`config.mk`:
```
export PLATFORM = sky130hd
export DESIGN_NAME = mvsm_ctrl
export DESIGN_NICKNAME = d
export VERILOG_FILES = /design/src/hw/rtl/mvsm_pkg.sv /design/src/hw/rtl/mvsm_ctrl.sv
export SDC_FILE = /design/constraint.sdc
export NUM_CORES = 1
export LEC_CHECK = 0
export BUFFER_PORTS_ARGS = -buffer_cell sky130_fd_sc_hd__clkbuf_2
export CORE_MARGIN = 3
export CORE_UTILIZATION = 30
export DETAILED_ROUTE_END_ITERATION = 10
export PLACE_DENSITY = 0.58
export RECOVER_POWER = 50
export SYNTH_ARGS = -nofsm -noshare
export SYNTH_HDL_FRONTEND = slang
export SYNTH_SLANG_ARGS = --single-unit
```
`constraint.sdc`:
```
create_clock -name clk -period 2.4 [get_ports clk]
set_input_delay 0.48 -clock clk [delete_from_list [all_inputs] [get_ports clk]]
set_output_delay 0.48 -clock clk [all_outputs]
set_load 0.01 [all_outputs]
```
`src/hw/rtl/mvsm_pkg.sv`:
```
// ----------------------------------------------------------------------------
// mvsm_pkg
// Shared types, codes and helpers for the multi-voice sample mixer.
// ----------------------------------------------------------------------------
package mvsm_pkg;

  // Default sizing handed to the top level.
  localparam int DEF_MAX_VOICES    = 16;
  localparam int DEF_MAX_CLIPS     = 64;
  localparam int DEF_SAMPLE_FRAMES = 65536;

  // Fixed widths and limits of the interface.
  localparam int              ACC_W        = 26;
  localparam logic [15:0]     UNITY_Q15    = 16'h8000;
  localparam logic [16:0]     MAX_CLIP_LEN = 17'd65536;
  localparam int              MIX_W        = 21;

  // Action codes carried on the input channel.
  typedef enum logic [1:0] {
    ACT_WRITE = 2'd0,
    ACT_CLIP  = 2'd1,
    ACT_PLAY  = 2'd2,
    ACT_TICK  = 2'd3
  } act_t;

  // Result status codes.
  localparam logic [1:0] ST_OK      = 2'd0;
  localparam logic [1:0] ST_FULL    = 2'd1;
  localparam logic [1:0] ST_BAD_HDL = 2'd2;
  localparam logic [1:0] ST_TOO_BIG = 2'd3;

  // Controller states.
  typedef enum logic [3:0] {
    S_IDLE,
    S_DEC,
    S_WR_RED,
    S_WR_DO,
    S_P_SCAN,
    S_T_VOICE,
    S_T_CLIP,
    S_T_CHECK,
    S_T_MUL,
    S_T_ACC,
    S_T_WB,
    S_FIN
  } state_t;

  // Commands from the controller to the datapath.
  typedef struct packed {
    logic       cap;
    logic       red_step;
    logic       wr_samp;
    logic       add_clip;
    logic       claim;
    logic       st_load;
    logic [1:0] st_code;
    logic       vi_clr;
    logic       vi_inc;
    logic       chk;
    logic       mul;
    logic       acc;
    logic       wb;
    logic       fin;
  } cmd_t;

  // Status from the datapath to the controller.
  typedef struct packed {
    act_t op;
    logic red_done;
    logic bad_handle;
    logic vact_cur;
    logic vi_last;
    logic skip;
    logic out_free;
  } sts_t;

  // Saturate the accumulator to the 21-bit signed output range.
  function automatic logic [MIX_W-1:0] sat_mix(input logic signed [ACC_W-1:0] a);
    logic signed [ACC_W-1:0] hi;
    logic signed [ACC_W-1:0] lo;
    hi = ACC_W'(signed'(22'sd1048575));
    lo = ACC_W'(signed'(-22'sd1048576));
    if (a > hi) begin
      return hi[MIX_W-1:0];
    end else if (a < lo) begin
      return lo[MIX_W-1:0];
    end
    return a[MIX_W-1:0];
  endfunction

endpackage

```
`src/hw/rtl/mvsm_ctrl.sv`:
```
// ----------------------------------------------------------------------------
// mvsm_ctrl
// Sequencer for the mixer: decodes each beat and steps the datapath.
// ----------------------------------------------------------------------------
module mvsm_ctrl import mvsm_pkg::*; (
  input  logic clk,
  input  logic rst_n,
  input  logic in_valid,
  output logic in_stall,
  input  sts_t sts,
  output cmd_t cmd
);

  state_t state_r, state_nxt;

  // State register.
  always_ff @(posedge clk) begin
    if (!rst_n) begin
      state_r <= S_IDLE;
    end else begin
      state_r <= state_nxt;
    end
  end

  // Next-state logic.
  always_comb begin
    state_nxt = state_r;
    unique case (state_r)
      S_IDLE: begin
        if (in_valid) state_nxt = S_DEC;
      end
      S_DEC: begin
        unique case (sts.op)
          ACT_WRITE: state_nxt = S_WR_RED;
          ACT_CLIP:  state_nxt = S_FIN;
          ACT_PLAY:  state_nxt = sts.bad_handle ? S_FIN : S_P_SCAN;
          ACT_TICK:  state_nxt = S_T_VOICE;
          default:   state_nxt = S_FIN;
        endcase
      end
      S_WR_RED: begin
        if (sts.red_done) state_nxt = S_WR_DO;
      end
      S_WR_DO: state_nxt = S_FIN;
      S_P_SCAN: begin
        if (!sts.vact_cur || sts.vi_last) state_nxt = S_FIN;
      end
      S_T_VOICE: begin
        if (sts.vact_cur) begin
          state_nxt = S_T_CLIP;
        end else if (sts.vi_last) begin
          state_nxt = S_FIN;
        end
      end
      S_T_CLIP:  state_nxt = S_T_CHECK;
      S_T_CHECK: state_nxt = sts.skip ? S_T_WB : S_T_MUL;
      S_T_MUL:   state_nxt = S_T_ACC;
      S_T_ACC:   state_nxt = S_T_WB;
      S_T_WB:    state_nxt = sts.vi_last ? S_FIN : S_T_VOICE;
      S_FIN: begin
        if (sts.out_free) state_nxt = S_IDLE;
      end
      default: state_nxt = S_IDLE;
    endcase
  end

  // Command outputs.
  always_comb begin
    cmd = '0;
    unique case (state_r)
      S_IDLE: cmd.cap = in_valid;
      S_DEC: begin
        unique case (sts.op)
          ACT_CLIP: cmd.add_clip = 1'b1;
          ACT_PLAY: begin
            if (sts.bad_handle) begin
              cmd.st_load = 1'b1;
              cmd.st_code = ST_BAD_HDL;
            end else begin
              cmd.vi_clr = 1'b1;
            end
          end
          ACT_TICK: cmd.vi_clr = 1'b1;
          default: ;
        endcase
      end
      S_WR_RED: cmd.red_step = 1'b1;
      S_WR_DO:  cmd.wr_samp  = 1'b1;
      S_P_SCAN: begin
        if (!sts.vact_cur) begin
          cmd.claim = 1'b1;
        end else if (sts.vi_last) begin
          cmd.st_load = 1'b1;
          cmd.st_code = ST_FULL;
        end else begin
          cmd.vi_inc = 1'b1;
        end
      end
      S_T_VOICE: begin
        if (!sts.vact_cur && !sts.vi_last) cmd.vi_inc = 1'b1;
      end
      S_T_CLIP:  ;
      S_T_CHECK: cmd.chk = 1'b1;
      S_T_MUL:   cmd.mul = 1'b1;
      S_T_ACC:   cmd.acc = 1'b1;
      S_T_WB: begin
        cmd.wb     = 1'b1;
        cmd.vi_inc = !sts.vi_last;
      end
      S_FIN: cmd.fin = sts.out_free;
      default: ;
    endcase
  end

  assign in_stall = (state_r != S_IDLE);

endmodule

```
Yosys cells after proc, flatten, opt, wreduce, memory -nomap -nowiden
Index checks and enable logic that the tools add are counted.
{"block": "word_totals", "regBits": 4, "in_bits": 11, "out_inout_bits": 16}
{"block": "classes", "eq_ne": 19, "n_mux": 35, "reduce_logical": 8}
{"operator": "4-bit case mux with 12 select lines", "n": 1}
{"operator": "4-bit 2-to-1 mux", "n": 8}
{"operator": "1-bit 2-to-1 mux", "n": 17}
{"operator": "4-bit by 3-bit equality test with 1-bit output (second input constant)", "n": 4}
{"operator": "4-bit equality test (second input constant)", "n": 4}
{"operator": "4-bit case mux with 4 select lines", "n": 1}
{"operator": "3-bit 2-to-1 mux", "n": 4}
{"operator": "4-bit by 2-bit equality test with 1-bit output (second input constant)", "n": 2}
{"operator": "2-bit inequality test (second input constant)", "n": 4}
{"operator": "3-bit case mux with 2 select lines", "n": 1}
{"operator": "5-bit AND reduction", "n": 1}
{"operator": "2-bit equality test (second input constant)", "n": 2}
{"operator": "4-bit by 1-bit equality test with 1-bit output (second input constant)", "n": 1}
{"operator": "4-bit logical NOT", "n": 1}
{"operator": "4-bit nonzero test", "n": 1}
{"operator": "3-bit inequality test (second input constant)", "n": 1}
{"operator": "1-bit case mux with 3 select lines", "n": 1}
{"operator": "2-bit by 1-bit equality test with 1-bit output (second input constant)", "n": 1}
{"operator": "1-bit logical NOT", "n": 2}
{"operator": "2-bit logical NOT", "n": 1}
{"operator": "2-bit 2-to-1 mux", "n": 1}
{"operator": "1-bit case mux with 2 select lines", "n": 1}
{"operator": "1-bit logical AND", "n": 1}
{"operator": "1-bit logical OR", "n": 1}

Depth between registers and ports, before layout
Gate-level depths: netlist (run 1).
{"block": "logic_depth", "word_depth": 4, "ltp_mapped": 6, "depth_no_buf": 4}

Worst setup path before layout (run 1)
OpenSTA, ideal clock, no wires.
{"block": "synth_path", "path_kind": "flip-flop to output port", "start": "register state_r[3]", "end": "output port cmd[9] (netlist bit)", "arrival_ns": 1.442, "setup_slack_ns": 0.478, "path_stages_with_launch": 5, "path_buffers": 0, "path_cell_list": "dfxtp_1 -> nand2b_1 -> or3_1 -> nor3_1 -> or2_1"}
{"item": "from (decl)", "line_no": "mvsm_ctrl.sv:14", "source": "state_t state_r, state_nxt;"}
{"item": "from (signal assigned)", "line_no": "mvsm_ctrl.sv:21", "source": "state_r <= state_nxt;"}
{"item": "to (decl)", "line_no": "mvsm_ctrl.sv:11", "source": "output cmd_t cmd"}

==> results of run 1 <==
power groups by stage:
stage	Sequential (µW)	Combinational, µW	Clock [µW]
final	149	519	82.1
after global placement	148	544	0
after CTS	150	548	85.7
after floorplan	115	447	0
after global routing	159	583	89.9
after detailed placement	151	543	0
cells in the mapped netlist (2+ instances only):
master	count
nor3b_1	2
inv_1	6
dfxtp_1	4
nor2b_1	2
nand2_1	7
a211oi_1	2
buf_2	5
nand3b_1	2
clkbuf_1	2
o21a_1	4
o21ai_0	2
nor4_1	4
a21oi_1	8
nor2_1	11
nor3_1	9
nand2b_1	7
metal layers:
metal	vias up	routed length, µm	track usage
met5	-	0	0
met4	0	0	0.0538
met3	0	56	0.0119
met2	17	820	0.228
met1	341	806	0.191
li1	393	-	-
cell type report:
type | count | area share
Sequential cell | 4 | 0.107
Multi-Input combinational cell | 77 | 0.600
Tap cell | 25 | 0.0417
Timing Repair Buffer | 29 | 0.192
Inverter | 6 | 0.0300
Clock buffer | 3 | 0.0300
path summary, 6_finish.rpt:
kind,start,endpoint,slack [ns]
setup reg to reg,state_r[0],state_r[3],0.62
hold / removal,rst_n,state_r[2],0.48
setup / recovery,state_r[1],cmd[9],0.28
hold reg to reg,state_r[3],state_r[1],0.73
worst reg2reg max path, cell delays in order, from the launching register on:
cell and delay (ns):
dfxtp_1 0.30, clkbuf_2 0.26, or4_1 0.58, o22a_1 0.24, a31oi_1 0.20, nor3_1 0.07
layout by cell type, fill, tap and decap left out, drive strengths merged, types with 2 or more instances in the layout:
cell type  count
nor2          11
o21ai          2
nand2b         7
inv            6
nor3b          2
a21oi          8
nor2b          2
o21a           4
nand2          7
dfxtp          4
nor3           9
clkbuf        30
buf            2
nand3b         2
a211oi         2
nor4           4
cells by family after synthesis:
group | share of synthesized area
xor gates and xnor gates | 0.0146
and+or+nand+nor | 0.460
AOI/OAI and AO/OA | 0.281
buffers and inverters | 0.110
DFF | 0.133
through the flow:
step | setup WS [ns] | cell area, µm²
2_1_floorplan | 0.478 | 601
3_3_place_gp | 0.540 | 741
3_5_place_dp | 0.515 | 741
4_1_cts | 0.259 | 763
5_1_grt | 0.149 | 751
6_report | 0.283 | 751
==> impl_metrics.yaml, run 1 <==
synth:
  mappedNetlistArea_um2: 601
  yosys_warnings: 0
  ys_ff_latch: 4
  ys_types: 34
  synth_edf_count: 0
  syn-num-nets: 106
  ys_seq_area_frac: 0.133
  synth-main-ff-cell: "dfxtp_1"
  postSynthCellCount: 95
  yosysTopAreaCell: "dfxtp_1"
  synth_top_area_share: 0.133
  async_reset_ff_frac: 0
  avgSynthCellArea_um2: 6.32
  ys_top_cells_by_area: "dfxtp_1 13%, nor3_1 7.5%, nand2b_1 7.3%, nor2_1 6.9%, a21oi_1 6.7%"
worst_hold_path:
  min_path_cells: 2
  min_path_type: "input pin to flip-flop"
clock_tree:
  cts_tree: "built"
  cts_buffers: 3
  cts_buffer_depth: 2
  clkLatencyLatePin_ns: 0.23
  htree_levels: 1
  cts_resized: 0
  cts.sinks: 4
  postCtsHoldBufs: 0
  cts_setup_buffers: 0
  clk_root_buffer_cell: "clkbuf_4"
  clkSlewWorstSetupHoldPaths_ns: 0.04
timing:
  slew_violations: 0
  fin_setup_tns_ns: 0
  grt_setup_unrepaired: "false"
  fin_crit_sh: 0.882
  worstMarginPinSlew_ns: 0.522
  finalHoldViolations: 0
  period_needed_ns: 2.12
  finalSetupViolations: 0
  max_freq_mhz: 472
  slew-limit-headroom: 0.651
  skew_ns: 0.00672
  hold_slack_ns: 0.477
critical_path:
  crit_slowest_cell: "or3_1"
  worst-setup-path-type: "flip-flop to primary output"
  required_ns: 1.92
  path_cells: "or3_1 -> nor3_1 -> or2_1 -> clkbuf_2"
  worstPathArrival_ns: 1.64
  start_kind: "flip-flop"
  cp_max_fo: 19
  slowest_delay_ns: 0.47
  cp_num_cells: 4
  cp-end-kind: "primary output"
  ff2ff_path_depth: 5
  worst-path-buf-inv: 1
  cp_top_family: "simple AND/OR/NAND/NOR gates"
placement:
  dp_cells: 141
  place_congestion: 0.835
  post-dp-hpwl_mm: 1.27
  numPortBuffers: 26
global_routing:
  grt_max_degree: 21
  grt_pass1_vias: 683
  grt_pass1_wl_mm: 2.88
  grt-ovfl-total: 0
  grt_util_all_layers: 0.141
  antenna_found_initial: 0
pwr:
  power_frac_seq: 0.198
  p_per_area_nw_per_um2: 999
  pwr-share-clk: 0.109
  totalPowerFinal_uw: 750
  p_int_uw: 362
  p_comb_frac: 0.692
  power.ir.vdd_worst_uv: 375
  netSwitchingPower_uw: 387
  power.leakage_uw: 0.000328
  swShare: 0.517
finish:
  largest_reg_flops: 4
  num-fill-cells: 215
  regMostFlops: "state_r"
  seq_area_um2: 80.1
  insertedDiodeCount: 0
  multi_input_area_um2: 450
  top_regs: "state_r x4"
  fin_cells: 144
  final_nets: 132
  layout-drive-gt1-share: 0.227
  syn2layout_area_growth_pct: 25.0
  fin_util: 0.417
routing:
  drc: 0
  final_antenna_net_count: 0
  vias: 751
  wl_per_cell_um: 11.7
  drt_pass1_iterations: 4
  wirelength_mm: 1.68
  via_per_inst: 5.22
  dr.first_iter.drc_count: 12
flow_run:
  max_cap_violations: 0
run_status:
  status: "completed"
floorplan:
  ios: 27
  start_util: 0.333
  fp-row-count: 15
  core_um2: 1800
  die_height_um: 50.7
  fp.dieArea_um2: 2570
  die_x_um: 50.7
No activity file was read; power rests on OpenSTA's default activity.
==> inputs of run 2 (changes only) <==
Settings changed: BUFFER_PORTS_ARGS -buffer_cell sky130_fd_sc_hd__clkbuf_2 to -buffer_cell sky130_fd_sc_hd__buf_4, CELL_PAD_IN_SITES_DETAIL_PLACEMENT from default to 0, CELL_PAD_IN_SITES_GLOBAL_PLACEMENT from default to 1, PLACE_DENSITY 0.58 to 0.8.
==> impl_metrics.yaml, run 2 (synthesized netlist as in run 1, its figures left out) <==
pwr:
  pwr-share-clk: 0.108
  swShare: 0.505
  power.ir.vdd_worst_uv: 384
  netSwitchingPower_uw: 395
  power.leakage_uw: 0.000340
  p_comb_frac: 0.699
  p_int_uw: 388
  power_frac_seq: 0.193
  p_per_area_nw_per_um2: 977
finish:
  final_common_cell: "buf_4"
  fin_cells: 144
  regMostFlops: "state_r"
  design_area_um2: 802
  fin_util: 0.445
  final_nets: 132
  insertedDiodeCount: 0
  largest_reg_flops: 4
  syn2layout_area_growth_pct: 33.5
  num-fill-cells: 230
  final_cell_mix: "23 x buf_4, 11 x nor2_1, 9 x nor3_1, 8 x a21oi_1"
  top_regs: "state_r x4"
  layout-drive-gt1-share: 0.218
clock_tree:
  htree_levels: 1
  clk_root_buffer_cell: "clkbuf_4"
  postCtsHoldBufs: 0
  cts_buffer_depth: 2
  clkLatencyLatePin_ns: 0.24
  clkSlewWorstSetupHoldPaths_ns: 0.04
  cts_resized: 0
  cts_buffers: 3
  cts_tree: "built"
  cts_setup_buffers: 0
  cts.sinks: 4
global_routing:
  grt_pass1_vias: 688
  grt_max_degree: 21
  grt_util_all_layers: 0.148
  use_met3: 0.0237
  grt-ovfl-total: 0
  use_met1: 0.190
  met2_usage: 0.252
  antenna_found_initial: 0
  grt_pass1_wl_mm: 3.02
  gr-max-usage-layer: "met2"
critical_path:
  worst-setup-path-type: "flip-flop to primary output"
  required_ns: 1.92
  cp_max_fo: 15
  cp-end-kind: "primary output"
  start_kind: "flip-flop"
  worstPathArrival_ns: 1.69
routing:
  final_antenna_net_count: 0
  vias: 737
  via_per_inst: 5.12
  wirelength_mm: 1.79
  wl_per_cell_um: 12.4
  dr.first_iter.drc_count: 10
  drt_pass1_iterations: 2
  drc: 0
run_status:
  status: "completed"
timing:
  skew_ns: 0.00302
  slew-limit-headroom: 0.626
  max_freq_mhz: 461
  hold_slack_ns: 0.463
  fin_crit_sh: 0.903
  grt_setup_unrepaired: "false"
  fin_setup_tns_ns: 0
  period_needed_ns: 2.17
  finalSetupViolations: 0
  worstMarginPinSlew_ns: 0.560
  slew_violations: 0
  finalHoldViolations: 0
floorplan:
  core_um2: 1800
  start_util: 0.333
  die_x_um: 50.7
  die_height_um: 50.7
  fp.dieArea_um2: 2570
  ios: 27
  fp-row-count: 15
placement:
  placed_area_um2: 806
  numPortBuffers: 26
  post-dp-hpwl_mm: 1.39
  dp_cells: 141
  place_congestion: 0.831
worst_hold_path:
  min_path_type: "input pin to flip-flop"
flow_run:
  max_cap_violations: 0
-- run 2: cell type report --
cell class | count | area [µm²] | share of cell area
Multi-Input combinational cell | 77 | 450 | 0.562
Timing Repair Buffer | 29 | 195 | 0.243
Sequential cell | 4 | 80.1 | 0.0998
Tap cell | 25 | 31.3 | 0.0390
Clock buffer | 3 | 22.5 | 0.0281
Inverter | 6 | 22.5 | 0.0281
-- run 2: worst max-delay path, cell delays in order (launching register included) --
cell      delay (ns)
dfxtp_1         0.60
clkbuf_1        0.31
nor2b_1         0.25
a21oi_1         0.09
nor2_1          0.09
buf_4           0.12
-- run 2: through the flow --
stage | worst slack, ns | power, µW
6_report | 0.233 | 783
2_1_floorplan | 0.478 | 562
4_1_cts | 0.235 | 827
3_5_place_dp | 0.504 | 739
3_3_place_gp | 0.520 | 736
5_1_grt | 0.102 | 864
-- run 2: worst paths after layout --
| check | from | to | slack (ns) | depth (start not counted) |
|---|---|---|---|---|
| setup reg to reg | state_r[1] | state_r[3] | 0.63 | 4 |
| setup / recovery | state_r[2] | cmd[5] | 0.23 | 5 |
| hold / removal | rst_n | state_r[2] | 0.46 | 2 |
| hold reg to reg | state_r[3] | state_r[1] | 0.74 | 3 |
-- run 2: routing by layer --
layer  wire (µm)  part of all wire
met1         824              0.46
met2         814              0.46
met3         126             0.071
met4          20             0.011
met5           0                 0
-- run 2: power by group through the flow --
stage / clock network (µW) / registers [µW] / logic [µW]
5_1_grt: 89.8 / 160 / 614
3_5_place_dp: 0 / 152 / 587
4_1_cts: 86.5 / 151 / 589
2_1_floorplan: 0 / 115 / 447
6_report: 84.5 / 151 / 548
3_3_place_gp: 0 / 150 / 586
